<file path="config.mk">
export PLATFORM = sky130hd
export DESIGN_NAME = sv39_page_table_walker
export DESIGN_NICKNAME = d
export VERILOG_FILES = /design/src/sv39w_pkg.sv /design/src/sv39w_step.sv /design/src/sv39_page_table_walker.sv
export SDC_FILE = /design/constraint.sdc
export NUM_CORES = 1
export LEC_CHECK = 0
export BUFFER_PORTS_ARGS = -buffer_cell sky130_fd_sc_hd__buf_4
export CORE_UTILIZATION = 51
export CTS_CLUSTER_DIAMETER = 40
export DETAILED_ROUTE_END_ITERATION = 8
export HOLD_SLACK_MARGIN = 0.12
export PLACE_DENSITY = 0.89
export SETUP_SLACK_MARGIN = 0.02
export SKIP_CTS_REPAIR_TIMING = 1
export SYNTH_ARGS = -nofsm -noshare
export SYNTH_HDL_FRONTEND = slang
export SYNTH_SLANG_ARGS = --single-unit
</file>
<file path="constraint.sdc">
create_clock -name clk -period 7.1 [get_ports clk]
set_input_delay 0.71 -clock clk [delete_from_list [all_inputs] [get_ports clk]]
set_output_delay 0.71 -clock clk [all_outputs]
set_load 0.01 [all_outputs]
</file>
<file path="src/sv39w_pkg.sv">
// Shared types and constants for the Sv39 page table walker.
// Used by sv39w_step and sv39_page_table_walker; depends on nothing.
package sv39w_pkg;

    localparam int IDX_BITS   = 9;
    localparam int PAGE_SHIFT = 12;
    localparam int PPN_W      = 44;
    localparam int ADDR_W     = 56;
    localparam int LEVEL_W    = 2;

    localparam logic OP_TRANSLATE = 1'b0;
    localparam logic OP_RESPONSE  = 1'b1;

    localparam logic KIND_READ = 1'b0;
    localparam logic KIND_DONE = 1'b1;

    localparam logic [2:0] STATUS_OK           = 3'd0;
    localparam logic [2:0] STATUS_ADDR_HIGH    = 3'd1;
    localparam logic [2:0] STATUS_UPPER_INVAL  = 3'd2;
    localparam logic [2:0] STATUS_LEAF_INVAL   = 3'd3;
    localparam logic [2:0] STATUS_NOT_USER     = 3'd4;

    localparam int PTE_VALID_BIT = 0;
    localparam int PTE_USER_BIT  = 4;
    localparam int PTE_PPN_LSB   = 10;

    typedef struct packed {
        logic        operation;
        logic [63:0] virt_addr;
        logic [63:0] read_data;
    } in_item_t;

    typedef struct packed {
        logic              result_kind;
        logic [ADDR_W-1:0] read_addr;
        logic [ADDR_W-1:0] phys_addr;
        logic [2:0]        status;
    } out_item_t;

    typedef struct packed {
        logic               busy;
        logic [LEVEL_W-1:0] level;
    } walk_ctrl_t;

endpackage

</file>
<file path="src/sv39w_step.sv">
// One walker step: decodes a request or a PTE response against the walk state.
// Purely combinational; depends on sv39w_pkg.
module sv39w_step
    import sv39w_pkg::*;
#(
    parameter int LEVELS = 3
)
(
    input  in_item_t                   item,
    input  walk_ctrl_t                 ctrl,
    input  logic [IDX_BITS*LEVELS-1:0] indexes,
    input  logic [PPN_W-1:0]           root_ppn,
    output logic                       has_result,
    output out_item_t                  result,
    output walk_ctrl_t                 ctrl_next,
    output logic [IDX_BITS*LEVELS-1:0] indexes_next
);

    localparam int IDXS_W    = IDX_BITS * LEVELS;
    localparam int TOP_SHIFT = PAGE_SHIFT + IDXS_W - 1;

    logic [IDXS_W-1:0]   new_indexes;
    logic [LEVEL_W-1:0]  lower_level;
    logic [IDXS_W-1:0]   root_shifted;
    logic [IDXS_W-1:0]   lower_shifted;
    logic [IDX_BITS-1:0] root_idx;
    logic [IDX_BITS-1:0] lower_idx;
    logic [PPN_W-1:0]    pte_ppn;
    logic                addr_high;

    assign new_indexes   = item.virt_addr[PAGE_SHIFT +: IDXS_W];
    assign lower_level   = ctrl.level - LEVEL_W'(1);
    assign root_shifted  = new_indexes >> (IDX_BITS * (LEVELS - 1));
    assign lower_shifted = indexes >> (IDX_BITS * int'(lower_level));
    assign root_idx      = root_shifted[IDX_BITS-1:0];
    assign lower_idx     = lower_shifted[IDX_BITS-1:0];
    assign pte_ppn       = item.read_data[PTE_PPN_LSB +: PPN_W];
    assign addr_high     = (item.virt_addr >> TOP_SHIFT) != 64'd0;

    always_comb
    begin
        has_result   = 1'b0;
        result       = '0;
        ctrl_next    = ctrl;
        indexes_next = indexes;
        if (item.operation == OP_TRANSLATE)
        begin
            has_result = 1'b1;
            if (addr_high)
            begin
                ctrl_next.busy     = 1'b0;
                result.result_kind = KIND_DONE;
                result.status      = STATUS_ADDR_HIGH;
            end
            else
            begin
                ctrl_next.busy     = 1'b1;
                ctrl_next.level    = LEVEL_W'(LEVELS - 1);
                indexes_next       = new_indexes;
                result.result_kind = KIND_READ;
                result.read_addr   = {root_ppn, root_idx, 3'b000};
            end
        end
        else if (ctrl.busy)
        begin
            has_result = 1'b1;
            if (ctrl.level != '0)
            begin
                if (!item.read_data[PTE_VALID_BIT])
                begin
                    ctrl_next.busy     = 1'b0;
                    result.result_kind = KIND_DONE;
                    result.status      = STATUS_UPPER_INVAL;
                end
                else
                begin
                    ctrl_next.level    = lower_level;
                    result.result_kind = KIND_READ;
                    result.read_addr   = {pte_ppn, lower_idx, 3'b000};
                end
            end
            else
            begin
                ctrl_next.busy     = 1'b0;
                result.result_kind = KIND_DONE;
                if (!item.read_data[PTE_VALID_BIT])
                begin
                    result.status = STATUS_LEAF_INVAL;
                end
                else if (!item.read_data[PTE_USER_BIT])
                begin
                    result.status = STATUS_NOT_USER;
                end
                else
                begin
                    result.status    = STATUS_OK;
                    result.phys_addr = {pte_ppn, {PAGE_SHIFT{1'b0}}};
                end
            end
        end
    end

endmodule

</file>
<file path="src/sv39_page_table_walker.sv">
// Top level of the read-only Sv39 page table walker: input register, walk state,
// result register and the root table register. Depends on sv39w_pkg and sv39w_step.
//
// Usage. The in channel carries two kinds of request: a translate request
// (operation 0, virt_addr) and a memory response carrying a PTE (operation 1,
// read_data). Every translate request and every response that arrives during a
// walk yields exactly one request on the out channel: either a PTE read request
// (result_kind 0, read_addr) that the system must answer with a response, or a
// finished translation (result_kind 1, phys_addr and status). A response that
// arrives while no walk is in progress is dropped without a result. A new
// translate request abandons any walk in progress.
// An accepted request sits in the input register and is decoded into the result
// register once that register is free or being emptied; the out channel is driven
// from the result register. Throughput is one request per cycle while out_stall is
// low, set by the combinational decode step between the two registers; memory
// latency lies outside the block. When out_stall holds the result register, the
// input register can still take one request, after which in_stall rises. Reset
// clears all valids, leaves the walker idle and clears root_table_ppn. The root
// register is written through the cfg channel, which is always ready, and must
// only be written while the walker is idle.
module sv39_page_table_walker
    import sv39w_pkg::*;
#(
    parameter int LEVELS = 3
)
(
    input  logic             clk,
    input  logic             rst_n,
    input  logic             in_valid,
    output logic             in_stall,
    input  in_item_t         in_item,
    output logic             out_valid,
    input  logic             out_stall,
    output out_item_t        out_item,
    input  logic             cfg_valid,
    output logic             cfg_ready,
    input  logic [PPN_W-1:0] cfg_data
);

    localparam int IDXS_W = IDX_BITS * LEVELS;

    // Request waiting for its decode step.
    logic        in_valid_reg;
    in_item_t    in_item_reg;

    // Walk state, updated only when a request is decoded.
    walk_ctrl_t        ctrl_reg;
    walk_ctrl_t        ctrl_next;
    logic [IDXS_W-1:0] indexes_reg;
    logic [IDXS_W-1:0] indexes_next;

    logic [PPN_W-1:0] root_table_ppn_reg;

    // Result register.
    logic      out_valid_reg;
    out_item_t out_item_reg;

    logic      step_has_result;
    out_item_t step_result;
    logic      advance;
    logic      in_accept;

    // The decode step runs whenever the result register is free or being emptied.
    assign advance   = in_valid_reg && (!out_valid_reg || !out_stall);
    assign in_stall  = in_valid_reg && !advance;
    assign in_accept = in_valid && !in_stall;
    assign cfg_ready = 1'b1;
    assign out_valid = out_valid_reg;
    assign out_item  = out_item_reg;

    sv39w_step #(
        .LEVELS (LEVELS)
    ) u_step (
        .item         (in_item_reg),
        .ctrl         (ctrl_reg),
        .indexes      (indexes_reg),
        .root_ppn     (root_table_ppn_reg),
        .has_result   (step_has_result),
        .result       (step_result),
        .ctrl_next    (ctrl_next),
        .indexes_next (indexes_next)
    );

    always_ff @(posedge clk or negedge rst_n)
    begin
        if (!rst_n)
        begin
            in_valid_reg       <= 1'b0;
            out_valid_reg      <= 1'b0;
            ctrl_reg           <= '0;
            indexes_reg        <= '0;
            root_table_ppn_reg <= '0;
        end
        else
        begin
            if (in_accept)
            begin
                in_valid_reg <= 1'b1;
            end
            else if (advance)
            begin
                in_valid_reg <= 1'b0;
            end

            if (out_valid_reg && !out_stall)
            begin
                out_valid_reg <= 1'b0;
            end
            if (advance)
            begin
                out_valid_reg <= step_has_result;
                ctrl_reg      <= ctrl_next;
                indexes_reg   <= indexes_next;
            end

            if (cfg_valid && cfg_ready)
            begin
                root_table_ppn_reg <= cfg_data;
            end
        end
    end

    // Payload registers carry no reset.
    always_ff @(posedge clk)
    begin
        if (in_accept)
        begin
            in_item_reg <= in_item;
        end
        if (advance && step_has_result)
        begin
            out_item_reg <= step_result;
        end
    end

    // A pending PTE read request always belongs to a walk still in progress.
    assert property (@(posedge clk) disable iff (!rst_n)
        out_valid && out_item.result_kind == KIND_READ |-> ctrl_reg.busy)
    else $error("read request pending while walker idle");

    // A finished translation never carries a read address.
    assert property (@(posedge clk) disable iff (!rst_n)
        out_valid && out_item.result_kind == KIND_DONE |-> out_item.read_addr == '0)
    else $error("finished result with nonzero read address");

    // The input side only backs up behind a stalled result.
    assert property (@(posedge clk) disable iff (!rst_n)
        in_stall |-> out_valid && out_stall)
    else $error("input stalled without output back-pressure");

    // A decoded request with no result must leave the walk state untouched.
    assert property (@(posedge clk) disable iff (!rst_n)
        advance && !step_has_result |=> $stable(ctrl_reg) && $stable(indexes_reg))
    else $error("dropped response changed walk state");

endmodule

</file>
### Word level (Yosys, flattened, before mapping)

Cells that the tools add are included.

| storage, ports and cells | value |
|---|---|
| bits of input ports | 178 |
| output and inout port bits | 119 |
| register bits after elaboration | 311 |
| logic and storage cells | 75 |

| cells by class | value |
|---|---|
| multipliers | 1 |
| muxes and demuxes | 31 |
| add/subtract/negate cells | 1 |
| eq/ne operators | 4 |
| shifts and indexed selects | 1 |
| bitwise operators | 5 |
| reduce and logical (&&, ||, !) cells | 18 |

Operator list:

| kind | number |
|---|---|
| $mux W56 | 6 |
| $mux W116 | 1 |
| $reduce_bool A64 Y1 | 1 |
| $mux W57 | 1 |
| $shr A27 B32 Y9 | 1 |
| $mux W3 | 6 |
| $mux W1 | 13 |
| $mux W2 | 4 |
| $mul A4 B2 Y6 const A | 1 |
| $reduce_bool A2 Y1 | 3 |
| $logic_and A1 B1 Y1 | 5 |
| $not A1 Y1 | 5 |
| $reduce_and A5 Y1 | 1 |
| $reduce_or A5 Y1 | 1 |
| $logic_not A1 Y1 | 4 |
| $ne A2 B1 Y1 const B | 2 |
| $ne A2 B2 Y1 const B | 2 |
| $reduce_or A4 Y1 | 1 |
| $reduce_and A3 Y1 | 1 |
| $sub A2 B1 Y2 const B | 1 |
| $logic_or A1 B1 Y1 | 1 |

### Depth between registers and ports, before layout

Gate-level depths: netlist of the first run.

| logic depth | value |
|---|---|
| depth in word-level cells | 8 |
| depth in mapped cells | 8 |
| gate-level depth less buffers | 6 |

### Modules after synthesis

A second synthesis of the first run with hierarchy kept.

| second synthesis, totals | value |
|---|---|
| cell total of the unflattened synthesis | 638 |
| area total of the unflattened synthesis | 11848.9 um^2 |

Modules (own cells, without submodules):

| module | cells an instance | instances | area each (um^2) | sequential area each (um^2) |
|---|---|---|---|---|
| sv39_page_table_walker | 414 | 1 | 10218.6 | 9258.9 |
| sv39w_step | 224 | 1 | 1630.3 | 0.0 |

### Worst setup path before layout of the first run

No wires, ideal clock.

| timing path | value |
|---|---|
| path kind | input-to-reg |
| from | input out_stall |
| to | register out_item_reg (netlist bit out_item[0]) (enable) |
| path buffers | 0 |
| data required time | 6.504 ns |
| slack | 0.635 ns |
| data arrival time | 5.869 ns |
| setup time | 0.596 ns |
| stages on the path | 3 |
| path through | nand2_1 -> nand2_1 -> a21oi_1 |

| between the ends | value |
|---|---|
| cells in the longest elaborated chain, start to end | 4 |

RTL lines:

| what | RTL line | RTL |
|---|---|---|
| start: declaration | sv39_page_table_walker.sv:33 | `input logic out_stall,` |
| $logic_not A1 Y1 | sv39_page_table_walker.sv:64 | `assign advance = in_valid_reg && (!out_valid_reg \|\| !out_stall);` |
| $logic_or A1 B1 Y1 | sv39_page_table_walker.sv:64 |  |
| $logic_and A1 B1 Y1 | sv39_page_table_walker.sv:64 |  |
| $logic_and A1 B1 Y1 | sv39_page_table_walker.sv:130 | `if (advance && step_has_result)` |
| end signal: assignment | sv39_page_table_walker.sv:132 | `out_item_reg <= step_result;` |
| end: declaration | sv39_page_table_walker.sv:56 | `out_item_t out_item_reg;` |

Every way passes these cells.
A chain may end at the register's enable or synchronous reset.

==> results of run 1 <==
-- power by group --
group / switching, W / total, W / leakage, nW / internal [W]
Combinational: 0.000132 / 0.000259 / 2.11 / 0.000127
Clock: 0.000653 / 0.00178 / 0.587 / 0.00112
Sequential: 0.0000448 / 0.00189 / 2.89 / 0.00185
Total: 0.000830 / 0.00392 / 5.59 / 0.00309
-- synth_stat cells, drive strengths merged --
master	count	area [um2]
nor2b	3	18.77
nor4	7	58.81
o2bb2ai	8	70.07
nand3b	1	7.510
nand3	3	15.01
o22ai	1	6.260
nand4	2	12.51
inv	6	22.52
edfxtp	200	6006
a21oi	11	55.05
conb	2	7.510
mux2	70	788.3
nor3	1	10.01
a31oi	2	12.51
and3	2	12.51
a22o	44	385.4
clkbuf	18	67.56
nor2	15	56.30
o21bai	1	7.510
and2	45	281.5
o311a	1	10.01
mux2i	9	90.09
a21o	1	7.510
o311ai	1	8.760
ha	1	12.51
nand2	5	18.77
nand2b	1	6.260
o21ai	1	5.000
a211o	1	8.760
dfrtp	76	1902
or4	1	7.510
buf	23	161.4
-- critical path: stages, from the launching register on --
cell	delay, ns
edfxtp_1	0.36
nor4_1	0.35
nand4_1	0.32
nor3_4	1.09
buf_4	0.48
a22o_1	0.22
-- cells in the final DEF (no fill, tap or decap), drive strengths merged, types with 2 or more instances in the layout --
cell,n
nand3,3
nor2b,3
and3,2
buf,255
nor2,15
clkbuf,46
edfxtp,200
clkinv,7
mux2,70
nand2,5
a21oi,11
o2bb2ai,8
bufinv,3
dfrtp,76
nand4,2
mux2i,9
a31oi,2
and2,45
conb,16
inv,10
a22o,44
clkinvlp,2
nor4,7
-- worst min path at each step --
stage / start / to / slack [ns] / cells past startpoint
floorplan: rst_n / ctrl_reg[0] / 0.41 / 0
global route: in_item[96] / in_item_reg[96] / 0.36 / 1
CTS: in_item[38] / in_item_reg[38] / 0.36 / 1
detailed placement: in_item_reg[85] / indexes_reg[9] / 0.47 / 1
finish: in_item[84] / in_item_reg[84] / 0.38 / 1
global placement: in_item_reg[85] / indexes_reg[9] / 0.46 / 1
-- stage by stage --
stage | cell area (um2) | setup WS, ns | power (W) | utilization (%) | hold slack [ns]
after floorplan | 10190 | 0.6351 | 0.002032 | - | 0.4144
after global placement | 12240 | 4.072 | 0.002167 | 62.88 | 0.4563
after detailed placement | 12240 | 4.001 | 0.002180 | 62.88 | 0.4664
after CTS | 13440 | 4.084 | 0.003956 | 69.08 | 0.3629
after global routing | 13440 | 3.910 | 0.004042 | 69.08 | 0.3616
final | 13450 | 4.120 | 0.003924 | 69.09 | 0.3829
-- layer usage --
| metal | share of wire [%] | up-vias |
|---|---|---|
| met5 | 0 | - |
| met4 | 2.0 | 0 |
| met3 | 7.7 | 33 |
| met2 | 51 | 270 |
| met1 | 39 | 2918 |
| li1 | - | 2641 |
-- cell families (layout without fill, tap and decap cells) --
logic type | count (synthesis) | after routing | synth area share, %
buffers and inverters | 47 | 323 | 2.480
multiplexers | 79 | 79 | 8.662
AO/OA/AOI/OAI | 72 | 72 | 5.689
adder cells (fa/ha/maj) | 1 | 1 | 0.1234
other | 2 | 17 | 0.07407
AND/OR/NAND/NOR | 86 | 86 | 4.985
flip-flops | 276 | 276 | 77.99
-- cell type report --
cell class | count | area [um2]
clock buffer | 46 | 1010
clock inverter | 16 | 196.4
antenna | 1 | 2.502
fill | 1185 | 6016
inverter | 6 | 22.52
sequential | 276 | 7908
tap | 265 | 331.6
timing repair buffer | 255 | 1914
multi-input combinational | 254 | 2062
==> impl_metrics.csv, run 1 <==
group,metric,value,unit
timing,tns,0,ns
synthesis,yosysUniqueCellTypes,36,
global_routing,grt_max_degree,82,
critical_path,cp-startpoint,"in_item_reg[108]",
timing,relSlewSlack,13.73,%
die,die_width,143,um
clocking,htreeDepth,2,
critical_path,startpoint_type,"register",
route,avgViaCountPerCell,5.239,
route,detail_route.first_pass.iterations,4,
die,start_util,52.10,%
global_routing,grt_usage,21.13,%
global_routing,grtUsageMet1,25.53,%
die,core,0.01946,mm2
global_routing,groute.layer.met2.usage,36.61,%
power_and_ir_drop,peakVddDrop,0.0003050,V
critical_path,reg2reg_to,"out_item[76]",
critical_path,rr_startpoint,"in_item_reg[108]",
synthesis,ys_ff_latch,276,
route,drc,0,
global_routing,met3_usage,5.500,%
flow_run,drv_cap,0,
global_routing,grt-ovfl-total,0,
cells_and_area,layout.nets,1006,
die,ios,297,
global_routing,first_global_vias,5874,
placed_design,placement.io_buffers,250,
clocking,clock_sinks,276,
placed_design,hpwl,13930,um
timing,clock_skew,0.01571,ns
power_and_ir_drop,p_leak,5.589,nW
cells_and_area,area_growth,32.61,%
die,die_h,143,um
route,ant_nets,0,
route,drt-total-wl,21850,um
timing,tightest_slew,1.290,ns
timing,finalSetupViolCount,0,
timing,finalCriticalPeriod,2.980,ns
cells_and_area,instances_no_fill,1119,
timing,slew_viol_final,0,
route,routedWlPerCell,19.53,um
outcome,outcome,"completed",
route,drtIter0Drc,256,
critical_path,crit_type,"register to register",
global_routing,antenna_found_initial,1,
die,fp.dieArea,0.02045,mm2
synthesis,yosysWarnings,0,
synthesis,syn_area,0.01014,mm2
cells_and_area,drive_above_1_share,45.25,%
timing,post-route-period-util,41.97,%
hold_path,hold_path_class,"input port to register",
placed_design,gp_congestion,0.7851,
global_routing,grt_pass1_wl,31750,um
timing,max_freq,335.6,MHz
clocking,path_clk_slew,0.06,ns
clocking,cts_buffers,34,
clocking,cts_tree,"yes",
die,row_count,51,
global_routing,grt-busiest-layer,"met2",
placed_design,place_inst,1056,
clocking,insertion_delay,0.50,ns
route,num_vias,5862,
clocking,root_buffer,"clkbuf_16",
critical_path,worstSetupEndpointType,"register",
timing,finalHoldViolCount,0,
clocking,cts_buffer_depth,3,
synthesis,seq_area_frac_synth,77.99,%
critical_path,reg2regPathDepth,5,
cells_and_area,largest_reg_flops,101,
synthesis,avgSynthCellArea,18.01,um2
power_and_ir_drop,power.density,291.8,mW/mm2
critical_path,crit_end,"out_item[76]",
critical_path,r2r_setup_slack,4.12,ns
critical_path,required,7.45,ns
critical_path,cp.arrival,3.33,ns
critical_path,crit_fanout,27,
synthesis,synthCells,563,
timing,rsz0062_at_grt,"no",
Note: power is estimated with default switching activity, not from simulation.
==> run 2, diff against run 1 <==
--- a/config.mk
+++ b/config.mk
@@ -5,12 +5,13 @@
 export SDC_FILE = /design/constraint.sdc
 export NUM_CORES = 1
 export LEC_CHECK = 0
+export ABC_AREA = 1
 export BUFFER_PORTS_ARGS = -buffer_cell sky130_fd_sc_hd__buf_4
-export CORE_UTILIZATION = 51
+export CORE_UTILIZATION = 52
 export CTS_CLUSTER_DIAMETER = 40
 export DETAILED_ROUTE_END_ITERATION = 8
 export HOLD_SLACK_MARGIN = 0.12
-export PLACE_DENSITY = 0.89
+export PLACE_DENSITY = 0.9
 export SETUP_SLACK_MARGIN = 0.02
 export SKIP_CTS_REPAIR_TIMING = 1
 export SYNTH_ARGS = -nofsm -noshare
==> constraint.sdc (replaced) <==
create_clock -name clk -period 2.9 [get_ports clk]
set_input_delay 0.29 -clock clk [delete_from_list [all_inputs] [get_ports clk]]
set_output_delay 0.29 -clock clk [all_outputs]
set_load 0.01 [all_outputs]
==> run 2 against run 1 <==
Area after synthesis rose by 3.0%. Total power increased to 2.6 times the previous value. Critical path depth increased by 2. Flip-flop and latch count unchanged. First-iteration DRC count is 110% higher. Synthesized cell count grew 44%. Wire length rose by 36%. Worst hold slack gained 0.067 ns. Clock power rose by 140%. Combinational power rose to 4.8 times the previous value. Final cell count rose by 34%. Critical endpoint is now out_item[78].
==> impl_metrics.csv, run 2 <==
group,metric,value,unit
synthesis,syn_area,0.01045,mm2
synthesis,ys_ff_latch,276,
power_and_ir_drop,share_comb_of_total_power,12.2,%
timing,clock_skew,0.02801,ns
synthesis,synth_top_area_share,57.49,%
critical_path,rr_startpoint,"ctrl_reg[0]",
timing,slew_viol_final,0,
die,fp.dieArea,0.02066,mm2
global_routing,first_global_vias,6870,
critical_path,cp_num_buf_inv,3,
power_and_ir_drop,clkPwrFrac,41.0,%
die,row_count,51,
synthesis,avgSynthCellArea,12.91,um2
clocking,cts_tree,"yes",
power_and_ir_drop,p_sw_share,24.44,%
timing,rsz0062_at_grt,"no",
die,ios,297,
cells_and_area,layout.nets,1391,
power_and_ir_drop,total_power,0.01022,W
critical_path,slowest_stage,"inv_2",
critical_path,worstSetupEndpointType,"register",
synthesis,synth-edff-count,200,
die,start_util,53.32,%
global_routing,antenna_found_initial,1,
clocking,insertion_delay,0.50,ns
route,drtIter0Drc,537,
critical_path,cp-startpoint,"ctrl_reg[0]",
synthesis,yosysTopAreaCell,"edfxtp_1",
timing,tns,0,ns
synthesis,seq_area_frac_synth,75.70,%
die,core,0.01959,mm2
synthesis,yosysWarnings,0,
cells_and_area,nFillCells,1059,
die,die_width,143.7,um
power_and_ir_drop,p_leak,6.675,nW
placed_design,placement.io_buffers,250,
power_and_ir_drop,power.density,678.0,mW/mm2
critical_path,crit_family,"buffers and inverters",
global_routing,grt_max_degree,89,
synthesis,synthArstFlopShare,27.54,%
synthesis,synthCells,809,
critical_path,path_cells,"inv_1 -> ha_1 -> nor2_1 -> inv_1 -> nor2_4 -> inv_2 -> o22ai_1",
outcome,outcome,"completed",
synthesis,synth_ff_type,"edfxtp_1",
route,drc,0,
synthesis,yosysUniqueCellTypes,27,
cells_and_area,mostFrequentLayoutCell,"buf_4",
timing,max_freq,406.9,MHz
timing,post-route-period-util,84.75,%
clocking,root_buffer,"clkbuf_16",
hold_path,hold_path_class,"input port to register",
critical_path,crit_fanout,45,
synthesis,synth.most_common_cell,"edfxtp_1",
route,drt-total-wl,29650,um
timing,relSlewSlack,25.11,%
route,ant_nets,0,
timing,tightest_slew,1.122,ns
synthesis,yosys-top-cells-count,"edfxtp_1, nand2_1, inv_1, dfrtp_1, nor2_1",
synthesis,synthTopCellsByArea,"edfxtp_1, dfrtp_1, nand2_1",
power_and_ir_drop,peakVddDrop,0.0005180,V
clocking,htreeDepth,2,
critical_path,cp.arrival,2.65,ns
power_and_ir_drop,seqPwrFrac,46.7,%
critical_path,max_stage_delay,0.82,ns
global_routing,grt-ovfl-total,0,
power_and_ir_drop,switching_power,0.002497,W
hold_path,min_from,"cfg_valid",
placed_design,gp_congestion,0.8431,
clocking,clock_sinks,276,
route,routedWlPerCell,19.72,um
flow_run,drv_cap,0,
critical_path,startpoint_type,"register",
die,die_h,143.7,um
cells_and_area,largest_reg_flops,101,
route,num_vias,7934,
timing,finalHoldViolCount,0,
cells_and_area,area_growth,44.23,%
critical_path,required,3.09,ns
cells_and_area,mostFrequentLayoutCells,"buf_4, edfxtp_1, dlygate4sd3_1",
timing,finalSetupViolCount,0,
critical_path,crit_path_frequent_cell,"inv_1",
route,avgViaCountPerCell,5.279,
clocking,cts_buffers,34,
critical_path,crit_type,"register to register",
timing,finalCriticalPeriod,2.458,ns
power_and_ir_drop,p_int,0.007719,W
global_routing,grt_usage,22.29,%
cells_and_area,drive_above_1_share,27.16,%
global_routing,grt_pass1_wl,34500,um
clocking,cts_buffer_depth,3,
clocking,path_clk_slew,0.06,ns
placed_design,hpwl,14700,um
route,detail_route.first_pass.iterations,5,
[run 2: worst paths after layout]
check	depth (start not counted)	to	slack, ns
max	7	out_item[78]	0.44
min	3	root_table_ppn_reg[26]	0.45
max reg2reg	7	out_item[78]	0.44
min reg2reg	2	indexes_reg[22]	0.48
max in group asynchronous	2	ctrl_reg[0]	1.70
min in group asynchronous	2	root_table_ppn_reg[16]	0.53
[run 2: power by group through the flow]
stage	Sequential (W)	Combinational, W	Clock, W
2_1_floorplan	0.00489	0.000415	0
3_3_place_gp	0.00481	0.00100	0
3_5_place_dp	0.00483	0.00103	0
4_1_cts	0.00475	0.00104	0.00420
5_1_grt	0.00479	0.00134	0.00440
6_report	0.00477	0.00125	0.00419
[run 2: area by class of cell]
type / count / area (um2) / area share, %
clock buffer: 44 / 950.9 / 6.311
timing repair buffer: 406 / 3413 / 22.65
multi-input combinational: 393 / 1894 / 12.57
antenna: 1 / 2.502 / 0.01661
sequential: 276 / 7908 / 52.48
clock inverter: 17 / 180.2 / 1.196
tap: 265 / 331.6 / 2.201
inverter: 101 / 386.6 / 2.566
[run 2: through the flow]
| stage | hold slack (ns) | cells | util (%) | worst slack [ns] | cell area [um2] |
|---|---|---|---|---|---|
| after floorplan | -0.005591 | 823 | - | 0.1046 | 10510 |
| after global placement | 0.4501 | 1295 | 63.66 | 0.6517 | 12470 |
| after detailed placement | 0.4616 | 1295 | 63.66 | 0.6011 | 12470 |
| after CTS | -0.06167 | 1356 | 69.44 | 0.5698 | 13600 |
| after global routing | 0.4509 | 1503 | 76.91 | 0.3527 | 15070 |
| final | 0.4496 | 1503 | 76.91 | 0.4424 | 15070 |
[run 2: cell families (layout without fill, tap and decap cells)]
group | Yosys count | in the layout | synth area share [%]
adders and majority gates | 1 | 1 | 0.1198
other | 2 | 17 | 0.07189
and+or+nand+nor | 264 | 264 | 10.79
AOI/OAI and AO/OA | 112 | 112 | 6.588
DFF | 276 | 276 | 75.70
buffers and inverters | 154 | 568 | 6.731
[run 2: per-layer routing]
metal	wire, um	part of all wire, %	up-vias	GRT usage [%]
li1	-	-	3528	-
met1	9844	33	3796	24.60
met2	15620	53	495	39.83
met3	2674	9.0	115	5.398
met4	1501	5.1	0	11.53
met5	0	0	-	0
[run 2: worst reg2reg max path, cell delays in order, from the launching register on]
cell	delay [ns]
dfrtp_1	0.49
inv_1	0.13
ha_1	0.19
nor2_1	0.06
inv_1	0.11
nor2_4	0.08
inv_2	0.82
o22ai_1	0.29
==> run 3, diff against run 2 <==
--- a/config.mk
+++ b/config.mk
@@ -5,13 +5,13 @@
 export SDC_FILE = /design/constraint.sdc
 export NUM_CORES = 1
 export LEC_CHECK = 0
-export ABC_AREA = 1
+export ABC_AREA = 0
 export BUFFER_PORTS_ARGS = -buffer_cell sky130_fd_sc_hd__buf_4
-export CORE_UTILIZATION = 52
+export CORE_UTILIZATION = 51
 export CTS_CLUSTER_DIAMETER = 40
 export DETAILED_ROUTE_END_ITERATION = 8
 export HOLD_SLACK_MARGIN = 0.12
-export PLACE_DENSITY = 0.9
+export PLACE_DENSITY = 0.89
 export SETUP_SLACK_MARGIN = 0.02
 export SKIP_CTS_REPAIR_TIMING = 1
 export SYNTH_ARGS = -nofsm -noshare
==> constraint.sdc (replaced) <==
create_clock -name clk -period 2.4 [get_ports clk]
set_input_delay 0.24 -clock clk [delete_from_list [all_inputs] [get_ports clk]]
set_output_delay 0.24 -clock clk [all_outputs]
set_load 0.01 [all_outputs]
==> run 3 against run 2 <==
Flip-flop and latch count stayed put. Global-route usage is 0.76 points lower. Sequential power is 18% higher. Clock power is 20% higher. Wire length is 5.2% lower. Final area is 0.63% lower. Critical path depth is 2 lower. Utilization hardly changed. Via count is 15% lower. Clock skew is 0.0050 ns higher. Register-to-register slack worse by 0.22 ns. Worst hold slack worse by 0.049 ns. Largest cell class unchanged.
==> impl_metrics.csv, run 3 (synthesized netlist as in run 1, its figures left out) <==
group,metric,value,unit
route,detail_route.first_pass.iterations,5,
route,num_vias,6746,
global_routing,antenna_found_initial,3,
route,ant_nets,0,
placed_design,post_dp_cell_area,0.01238,mm2
die,row_count,51,
route,routedWlPerCell,22.04,um
placed_design,hpwl,14490,um
placed_design,gp_congestion,0.7592,
clocking,root_buffer,"clkbuf_16",
clocking,cts_buffers,34,
timing,finalCriticalPeriod,2.182,ns
critical_path,crit_type,"register to register",
timing,slew_viol_final,0,
power_and_ir_drop,power.density,778.8,mW/mm2
timing,max_freq,458.4,MHz
cells_and_area,layout.nets,1161,
die,start_util,52.10,%
route,drtIter0Drc,379,
hold_path,holdPathStages,2,
route,drt-total-wl,28100,um
die,die_width,143,um
placed_design,place_inst,1065,
critical_path,cp.arrival,2.54,ns
cells_and_area,instances_no_fill,1275,
timing,relSlewSlack,39.36,%
timing,tightest_slew,0.9096,ns
route,drc,0,
timing,finalHoldViolCount,0,
hold_path,worstHoldEndpoint,"root_table_ppn_reg[32]",
timing,clock_skew,0.03302,ns
cells_and_area,mostFrequentLayoutCells,"buf_4, edfxtp_1, dlygate4sd3_1",
timing,finalWorstSetupSlack,0.2183,ns
clocking,htreeDepth,2,
cells_and_area,final_util,76.93,%
critical_path,worstSetupEndpointType,"register",
clocking,path_clk_slew,0.06,ns
global_routing,grt_usage,21.53,%
clocking,cts_tree,"yes",
critical_path,startpoint_type,"register",
placed_design,pre_cts_ws,0.2829,ns
global_routing,grt_pass1_wl,32480,um
global_routing,first_global_vias,5954,
cells_and_area,drive_above_1_share,39.03,%
power_and_ir_drop,p_leak,6.223,nW
route,avgViaCountPerCell,5.291,
die,fp.dieArea,0.02045,mm2
cells_and_area,mostFrequentLayoutCell,"buf_4",
critical_path,reg2regPathDepth,5,
cells_and_area,multi_input_area,0.002062,mm2
cells_and_area,design_area,0.01497,mm2
hold_path,min_from,"cfg_valid",
timing,rsz0062_at_grt,"no",
cells_and_area,nFillCells,1004,
clocking,insertion_delay,0.50,ns
critical_path,crit_fanout,28,
critical_path,reg2reg_to,"indexes_reg[4]",
critical_path,required,2.75,ns
power_and_ir_drop,peakVddDrop,0.0006071,V
clocking,clock_sinks,276,
die,ios,297,
placed_design,placement.io_buffers,250,
cells_and_area,regArea,0.007908,mm2
die,die_h,143,um
clocking,cts_buffer_depth,3,
global_routing,grt_max_degree,72,
outcome,outcome,"completed",
global_routing,grt-ovfl-total,0,
die,core,0.01946,mm2
critical_path,r2r_setup_slack,0.22,ns
timing,finalSetupViolCount,0,
cells_and_area,area_growth,47.66,%
timing,post-route-period-util,90.90,%
flow_run,drv_cap,0,
critical_path,rr_startpoint,"in_item_reg[111]",
hold_path,hold_path_class,"input port to register",
cells_and_area,largest_reg_flops,101,
## run 3: cell types whose count changed in the layout (fill, tap and decap cells not counted), moves of 9 or more
cell / change
a21oi_1: +9
a22o_1: +44
and2_1: +43
inv_1: -92
mux2_2: +69
mux2i_1: +9
nand2_1: -135
nand3_1: -9
nand4_1: -24
nor2_1: -62
o21ai_0: -64
o22ai_1: -32
o22ai_2: -11
## run 3: how the worst max path moves through the flow
| stage | startpoint | end | slack (ns) | cells after the start |
|---|---|---|---|---|
| after floorplan | in_item_reg[128] | out_item[0] | -0.41 | 2 |
| after CTS | in_item_reg[107] | indexes_reg[10] | 0.31 | 5 |
| after detailed placement | in_item_reg[107] | indexes_reg[18] | 0.28 | 5 |
| after global routing | in_item_reg[108] | indexes_reg[4] | 0.04 | 5 |
| after global placement | in_item_reg[113] | indexes_reg[3] | 0.30 | 5 |
| final | in_item_reg[111] | indexes_reg[4] | 0.22 | 5 |
## run 3: through the flow
stage / hold slack, ns / setup TNS [ns] / total power, W
after floorplan: -0.05559 / -41.89 / 0.005991
after global placement: 0.4097 / 0 / 0.006435
after detailed placement: 0.4193 / 0 / 0.006482
after CTS: -0.1035 / 0 / 0.01143
after global routing: 0.4021 / 0 / 0.01200
final: 0.4004 / 0 / 0.01166
## run 3: routing by layer
metal	vias up	global-route usage (%)	part of all wire, %
met5	-	0	0
met4	0	6.338	2.0
met3	49	6.070	9.1
met2	395	37.61	53
met1	3341	25.92	36
li1	2961	-	-
## run 3: final cells by class
cell class	instances	area share (%)
clock buffer	47	6.485
inverter	6	0.1504
clock inverter	14	1.011
sequential	276	52.82
tap	265	2.215
timing repair buffer	410	23.50
multi-input combinational	254	13.77
antenna	3	0.05014
## run 3: critical path, cell delays in order (launching register included)
cell,delay [ns]
edfxtp_1,0.38
nor4_1,0.36
nand4_1,0.32
nor4_4,0.38
buf_12,0.23
mux2_2,0.37
## run 3: where the power goes
| group | internal, W | total (W) | switching [W] |
|---|---|---|---|
| clock network | 0.00308 | 0.00502 | 0.00194 |
| registers | 0.00546 | 0.00561 | 0.000157 |
| logic | 0.000552 | 0.00103 | 0.000474 |
| total | 0.00909 | 0.0117 | 0.00257 |
